[config.mk]
export PLATFORM = sky130hd
export DESIGN_NAME = ompd_divider
export DESIGN_NICKNAME = d
export VERILOG_FILES = /design/src/hw/rtl/ompd_pkg.sv /design/src/hw/rtl/ompd_divider.sv
export SDC_FILE = /design/constraint.sdc
export NUM_CORES = 2
export LEC_CHECK = 0
export BUFFER_PORTS_ARGS = -buffer_cell sky130_fd_sc_hd__buf_2
export CORE_ASPECT_RATIO = 0.6
export CORE_MARGIN = 3
export CORE_UTILIZATION = 35
export DETAILED_ROUTE_END_ITERATION = 8
export PLACE_DENSITY_LB_ADDON = 0.08
export SYNTH_ARGS = -nofsm -noshare
export SYNTH_HDL_FRONTEND = slang
export SYNTH_SLANG_ARGS = --single-unit
[constraint.sdc]
create_clock -name clk -period 9.3 [get_ports clk]
set_input_delay 0.465 -clock clk [delete_from_list [all_inputs] [get_ports clk]]
set_output_delay 0.465 -clock clk [all_outputs]
set_load 0.02 [all_outputs]
[src/hw/rtl/ompd_pkg.sv]
// ----------------------------------------------------------------------------
// ompd_pkg
// Types and constants shared by the optical meter pulse detector.
// ----------------------------------------------------------------------------
package ompd_pkg;

    localparam int PROBES    = 32;
    localparam int BINS      = 1024;
    localparam int POS_W     = $clog2(PROBES);
    localparam int CNT_W     = $clog2(PROBES + 2);
    localparam int BIN_W     = $clog2(BINS);
    localparam int SAMPLE_W  = 10;
    localparam int CFG_IDX_W = 3;

    localparam logic [1:0] PH_PREWARM = 2'd0;
    localparam logic [1:0] PH_STABLE  = 2'd1;
    localparam logic [1:0] PH_UPHILL  = 2'd2;

    localparam logic [CFG_IDX_W-1:0] CFG_ROTATIONS = 3'd0;
    localparam logic [CFG_IDX_W-1:0] CFG_STABLE    = 3'd1;
    localparam logic [CFG_IDX_W-1:0] CFG_UPHILL    = 3'd2;
    localparam logic [CFG_IDX_W-1:0] CFG_NEEDED    = 3'd3;
    localparam logic [CFG_IDX_W-1:0] CFG_TIMEOUT   = 3'd4;

    localparam logic [63:0] ENERGY_NUM = 64'd3600000000;

    typedef struct packed {
        logic [9:0]  sample;
        logic [31:0] now_ms;
    } in_item_t;

    typedef struct packed {
        logic [9:0]  dominant;
        logic [1:0]  tracker_phase;
        logic        pulse;
        logic        watts_updated;
        logic [31:0] watts;
        logic [31:0] pulse_total;
    } out_item_t;

endpackage

[src/hw/rtl/ompd_divider.sv]
// ----------------------------------------------------------------------------
// ompd_divider
// Restoring divider for 3.6e9 / (rotations * interval), one bit per cycle.
// ----------------------------------------------------------------------------
module ompd_divider
(
    input  logic        clk,
    input  logic        rst_n,
    input  logic        start,
    input  logic [15:0] rotations,
    input  logic [31:0] interval,
    output logic        done,
    output logic [31:0] quotient
);
    import ompd_pkg::*;

    typedef enum logic [3:0]
    {
        D_IDLE = 4'b0001,
        D_MUL  = 4'b0010,
        D_RUN  = 4'b0100,
        D_DONE = 4'b1000
    } dstate_t;

    dstate_t     st_reg, st_next;
    logic [47:0] den_reg, den_next;
    logic [63:0] rem_reg, rem_next;
    logic [31:0] quo_reg, quo_next;
    logic [5:0]  bit_reg, bit_next;
    logic [48:0] trial;

    assign trial = {rem_reg[47:0], ENERGY_NUM[bit_reg]};

    always_comb
    begin
        st_next  = st_reg;
        den_next = den_reg;
        rem_next = rem_reg;
        quo_next = quo_reg;
        bit_next = bit_reg;
        unique case (st_reg)
            D_IDLE:
            begin
                if (start)
                begin
                    den_next = 48'(rotations) * 48'(interval);
                    st_next  = D_MUL;
                end
            end
            D_MUL:
            begin
                rem_next = '0;
                quo_next = '0;
                bit_next = 6'd31;
                if (den_reg == '0)
                begin
                    quo_next = '1;
                    st_next  = D_DONE;
                end
                else
                begin
                    st_next = D_RUN;
                end
            end
            D_RUN:
            begin
                if (trial >= {1'b0, den_reg})
                begin
                    rem_next = 64'(trial - {1'b0, den_reg});
                    quo_next = {quo_reg[30:0], 1'b1};
                end
                else
                begin
                    rem_next = 64'(trial);
                    quo_next = {quo_reg[30:0], 1'b0};
                end
                bit_next = bit_reg - 6'd1;
                if (bit_reg == '0)
                begin
                    st_next = D_DONE;
                end
            end
            D_DONE:
            begin
                st_next = D_IDLE;
            end
            default:
            begin
                st_next = D_IDLE;
            end
        endcase
    end

    always_ff @(posedge clk or negedge rst_n)
    begin
        if (!rst_n)
        begin
            st_reg <= D_IDLE;
        end
        else
        begin
            st_reg <= st_next;
        end
    end

    always_ff @(posedge clk)
    begin
        den_reg <= den_next;
        rem_reg <= rem_next;
        quo_reg <= quo_next;
        bit_reg <= bit_next;
    end

    assign done     = (st_reg == D_DONE);
    assign quotient = quo_reg;
endmodule

; Yosys cells after proc, flatten, opt, wreduce, memory -nomap -nowiden
; Memory sizes are Yosys's and may differ from the RTL's. A register that Yosys moved wholly into a read port is not among the register bits.
; Index checks and enable logic that the tools add are counted.
[classes]
muxes = 12
n_bitwise = 0
n_div = 0
shift = 0
reduce_logical = 5
eq_ne = 6
add_sub_neg = 2
n_mul = 1
n_lt_le_gt_ge = 2
[ops]
columns = op, n
row1 = $pmux W48 S2, 1
row2 = $pmux W32 S2, 1
row3 = $ge A49 B48 Y1, 1
row4 = $logic_not A48 Y1, 1
row5 = $mul A16 B32 Y48, 1
row6 = $mux W48, 1
row7 = $sub A48 B48 Y48, 1
row8 = $mux W32, 1
row9 = $mux W4, 3
row10 = $pmux W4 S3, 1
row11 = $pmux W6 S2, 1
row12 = $lt A6 B7 Y1 const B, 1
row13 = $logic_not A6 Y1, 1
row14 = $mux W6, 1
row15 = $sub A6 B1 Y6 const B, 1
row16 = $eq A4 B1 Y1 const B, 1
row17 = $eq A4 B2 Y1 const B, 1
row18 = $eq A4 B3 Y1 const B, 1
row19 = $eq A4 B4 Y1 const B, 1
row20 = $ne A2 B2 Y1 const B, 2
row21 = $reduce_and A2 Y1, 2
row22 = $mux W1, 2
row23 = $reduce_bool A2 Y1, 1
[totals]
mem_bits_rw = 0
word_cells = 34
output_inout_bits = 33
rom_bits = 64
input_bits = 51
regBits = 138
memories = 1
latch_bits = 0
[memory_table]
columns = name, words, word_bits, rd, rd_clocked_by_memory_dff, write_ports, line
row1 = (no name shown), 64, 1, 1, 1, 0, ompd_divider.sv:32  ; assign trial = {rem_reg[47:0], ENERGY_NUM[bit_reg]};

; Longest topological paths before layout
[depth]
ltp_word = 5
ltp_mapped = 25
ltp_nobuf = 24

; Worst setup path after synthesis
; No wires, ideal clock.
[synth_path]
path_type = register to register
startpoint = register st_reg[2]
endpoint = register, netlist name trial[0]
arrival_ns = 9.407
path_stages_with_launch = 8
path_slack_ns = -0.239
setup_ns = 0.132
required_time_ns = 9.168
path_buffers = 1
period_less_slack_ns = 9.539
path_cell_list = dfrtp_1 clkbuf_1 nand2b_1 a211oi_1 o21ai_0 a211o_1 a31oi_1 nor4b_1
[synth_rtl]
columns = item, line
row1 = start: declaration, ompd_divider.sv:25  ; dstate_t st_reg, st_next;
row2 = start signal: assignment, ompd_divider.sv:102  ; st_reg <= st_next;

; Worst setup path in the final report
[layout_path]
startpoint = input rotations[10]
endpoint = register den_reg[47] (data pin)
[layout_via]
elab_chain_cells = 1
[layout_rtl]
columns = item, line
row1 = start: declaration, ompd_divider.sv:10  ; input logic [15:0] rotations,
row2 = $mul A16 B32 Y48, ompd_divider.sv:46  ; den_next = 48'(rotations) * 48'(interval);
row3 = end signal: assignment, ompd_divider.sv:108  ; den_reg <= den_next;
row4 = end: declaration, ompd_divider.sv:26  ; logic [47:0] den_reg, den_next;
; No other way between the ends.
; A chain may end at the register's enable or synchronous reset.

==> summary.md <==
| Metric | Value |
|---|---|
| Port bufs | `83` |
| CP arrival | `7560 ps` |
| Diodes inserted | `0` |
| Worst hold path startpoint | `start` |
| Number of flops mapped to enable cells by yosys | `134` |
| Smallest hold slack | `279 ps` |
| Total wire length after detailed routing | `74100 um` |
| Clk root buf | `sky130_fd_sc_hd__clkbuf_16` |
| Final Critical Period | `7350 ps` |
| Top cells by area, synth | `sky130_fd_sc_hd__fa_1 (34%), sky130_fd_sc_hd__edfxtp_1 (16%), sky130_fd_sc_hd__ha_1 (8.7%), sky130_fd_sc_hd__inv_1 (7.8%), sky130_fd_sc_hd__nand2_1 (7.6%)` |
| Sink Count | `139` |
| Max-Slew Margin vs Limit | `31.4%` |
| Proportion of synthesized chip area in sequential cells | `16.7%` |
| Global-route wire length before repair | `119000 um` |
| Placed cell count | `3629` |
| Initial Utilization | `35.9%` |
| TritonCTS Buffers | `25` |
| Worst setup SP type | `input port` |
| DRC | `0` |
| Synth Cell Area | `24700 sq um` |
| Die footprint | `74000 sq um` |
| Post-Synthesis Mean Instance Area | `8.97 sq um` |
| I/O pins | `84` |
| Transition at the pin with the smallest max-transition slack | `1030 ps` |
| Critical path's slowest cell | `sky130_fd_sc_hd__buf_2` |
| Class of the most critical hold timing path | `input port to flip-flop` |
| CP Launch Point | `rotations[10]` |
| Ys flop type | `sky130_fd_sc_hd__edfxtp_1` |
| Num rows | `74` |
| Iteration count of the initial detailed-routing pass | `6` |
| Non-filler instance count after layout | `3662` |
| Final worst clock skew | `21.2 ps` |
| Via count of the first global-routing pass | `19900` |
| Overall via count from detail_route | `18600` |
| Pin count of the biggest net entering global routing | `49` |
| Max-cap violations | `0` |
| Final GP Congestion | `0.874` |
| Async set-or-reset flop fraction in the synthesized netlist | `2.88%` |
| Die extent in y | `212 um` |
| Max FO, Critical Path | `32` |
| Most common cell in the synthesized netlist | `sky130_fd_sc_hd__inv_1` |
| Clock-pin slew on the worst setup and hold paths | `60 ps` |
| Worst path cell trace | `buf_2 > nand2_1 > fa_1 > inv_1 > fa_1 > fa_1 > fa_1 > fa_1 > inv_1 > fa_1 > inv_1 > ha_1 > and2_0 > nand3_1 > or2_2 > o21ai_0 > o2111ai_1 > a21boi_1 > a21oi_1 > nor4bb_1 > a211oi_1` |
| Maximum achievable frequency | `136 MHz` |
| Family with the most delay on the worst path | `adder cells` |
| Hold_buf cts | `1` |
| Net count after synthesis | `3402` |
| Synthesis warning total | `0` |
| Classification of the worst setup path | `input port to flip-flop` |
| Share of layout cells above drive strength 1 | `5.64%` |
| Post-detailed-placement half-perimeter wirelength | `57700 um` |
| Synth top cells by count | `sky130_fd_sc_hd__inv_1 (512), sky130_fd_sc_hd__nand2_1 (504), sky130_fd_sc_hd__fa_1 (419), sky130_fd_sc_hd__and2_1 (223), sky130_fd_sc_hd__ha_1 (172)` |
| Most repeated library cell on the critical path | `sky130_fd_sc_hd__fa_1` |
| Filler cells | `6919` |
| Critical Path RT | `9510 ps` |
| Share of the clock period used by the worst path | `79.0%` |
| Total grt overflow | `0` |
| Standard cell core area | `69000 sq um` |
| Final hold viol count | `0` |
| Number of antenna violations at the first check in global routing | `0` |
| Total setup buffers inserted after CTS | `0` |
| Worst skew pair latency | `490 ps` |
| Count of mapped cells out of synthesis | `2760` |
| Setup repair after global routing missed its margin | `false` |
| CTS H-tree lvls | `4` |
| Final routed wire length divided by cell count | `20.2 um` |
| Number of nets in the layout | `3387` |
| Number of synthesized register bits | `139` |
| Die width | `349 um` |
| Fin Setup TNS | `0 ps` |
| Area fraction of the dominant cell type after synthesis | `33.9%` |
| RR Startpoint | `den_reg[8]` |
| Outcome | `completed` |
| CTS tree | `yes` |
| Number of distinct standard cells referenced by the synthesized netlist | `71` |
| Final setup vio count | `0` |
| Ratio of routed vias to standard cells | `5.07` |
| Category of the worst setup path capture point | `flip-flop` |
| GRT Overall Usage | `20.8%` |
| Final number of max-transition violations | `0` |
| Buffers plus inverters on the worst setup path | `4` |
| Cell accounting for the most synthesized area | `sky130_fd_sc_hd__fa_1` |
| CTS Buffer Depth | `3` |
| Antenna-violating nets left | `0` |
| Number of DRC markers in iteration 0 | `1466` |
| Post-synthesis to final-layout area growth | `7.42%` |
| Total of cells resized after clock tree synthesis | `0` |
| Stage delay of the slowest cell on the critical path | `710 ps` |
-- layout make-up --
| type | count | area, sq um | share of cell area (%) |
|---|---|---|---|
| clock buffers | 26 | 629 | 2.37 |
| clock inverters | 6 | 101 | 0.381 |
| inverters | 512 | 1920 | 7.23 |
| multi-input cells | 1973 | 18100 | 68.3 |
| flip-flops and latches | 139 | 4150 | 15.6 |
| well taps | 912 | 1140 | 4.29 |
| repair buffers | 94 | 500 | 1.88 |
-- cells by family after synthesis --
family | count (synthesis) | share of synthesized area (%)
DFF | 139 | 16.7
adders and majority gates | 591 | 42.6
buffers and inverters | 648 | 10.0
AOI/OAI and AO/OA | 352 | 9.41
muxes | 4 | 0.167
and+or+nand+nor | 941 | 18.0
xor gates and xnor gates | 85 | 3.01
-- worst reg2reg max path, cell delays in order (launching register included) --
cell and delay [ps]:
sky130_fd_sc_hd__edfxtp_1 510, sky130_fd_sc_hd__inv_1 80, sky130_fd_sc_hd__ha_1 400, sky130_fd_sc_hd__and4_1 380
sky130_fd_sc_hd__nand3_1 190, sky130_fd_sc_hd__a21oi_2 70, sky130_fd_sc_hd__or3_1 530, sky130_fd_sc_hd__a2111oi_2 420
sky130_fd_sc_hd__o21ai_1 200, sky130_fd_sc_hd__a41o_1 360, sky130_fd_sc_hd__a31oi_4 320, sky130_fd_sc_hd__buf_4 510
sky130_fd_sc_hd__or3b_2 260, sky130_fd_sc_hd__a21oi_1 60
-- layout by cell type (no fill, tap or decap), types with 10 or more instances in the layout --
cell type,count
sky130_fd_sc_hd__and3_1,16
sky130_fd_sc_hd__buf_2,83
sky130_fd_sc_hd__ha_1,172
sky130_fd_sc_hd__inv_1,512
sky130_fd_sc_hd__buf_4,10
sky130_fd_sc_hd__nand3_1,26
sky130_fd_sc_hd__clkbuf_16,25
sky130_fd_sc_hd__nor4_1,22
sky130_fd_sc_hd__a31oi_1,12
sky130_fd_sc_hd__o21ai_0,48
sky130_fd_sc_hd__xor2_1,31
sky130_fd_sc_hd__a21o_1,58
sky130_fd_sc_hd__fa_1,419
sky130_fd_sc_hd__a21oi_1,125
sky130_fd_sc_hd__a211oi_1,10
sky130_fd_sc_hd__nand2b_1,10
sky130_fd_sc_hd__nand2_1,504
sky130_fd_sc_hd__xnor2_1,54
sky130_fd_sc_hd__nor2b_1,13
sky130_fd_sc_hd__edfxtp_1,134
sky130_fd_sc_hd__nor2_1,59
sky130_fd_sc_hd__o21a_1,12
sky130_fd_sc_hd__and2_1,223
sky130_fd_sc_hd__o21bai_1,13
sky130_fd_sc_hd__nand4_1,21
sky130_fd_sc_hd__nor3_1,15
-- routing by layer --
layer / routed length, um / up-vias / GRT usage, %
met5: 0 / - / 0
met4: 557 / 0 / 2.11
met3: 5670 / 43 / 5.13
met2: 28800 / 504 / 28.9
met1: 39100 / 9416 / 33.2
li1: - / 8615 / -
-- stage by stage --
step                      instance area (sq um)  setup WS [ps]  util (%)
after floorplan                           24800           2900         -
after global placement                    25800           1690      37.5
after detailed placement                  25800           1650      37.5
after CTS                                 26600           2140      38.5
after global routing                      26600           1650      38.5
final                                     26600           1950      38.5
-- worst paths after layout --
path	to	slack, ps	cells past startpoint
worst max-delay path	den_reg[47]	1950	21
worst min-delay path	st_reg[1]	280	3
worst max register to register	rem_reg[21]	4710	13
worst min register to register	quotient[31]	540	2
max in group asynchronous	st_reg[0]	8780	2
min in group asynchronous	st_reg[1]	310	2
Power is not shown: default switching activity piles up to over one toggle a cycle in this logic, so the estimate is an artifact.
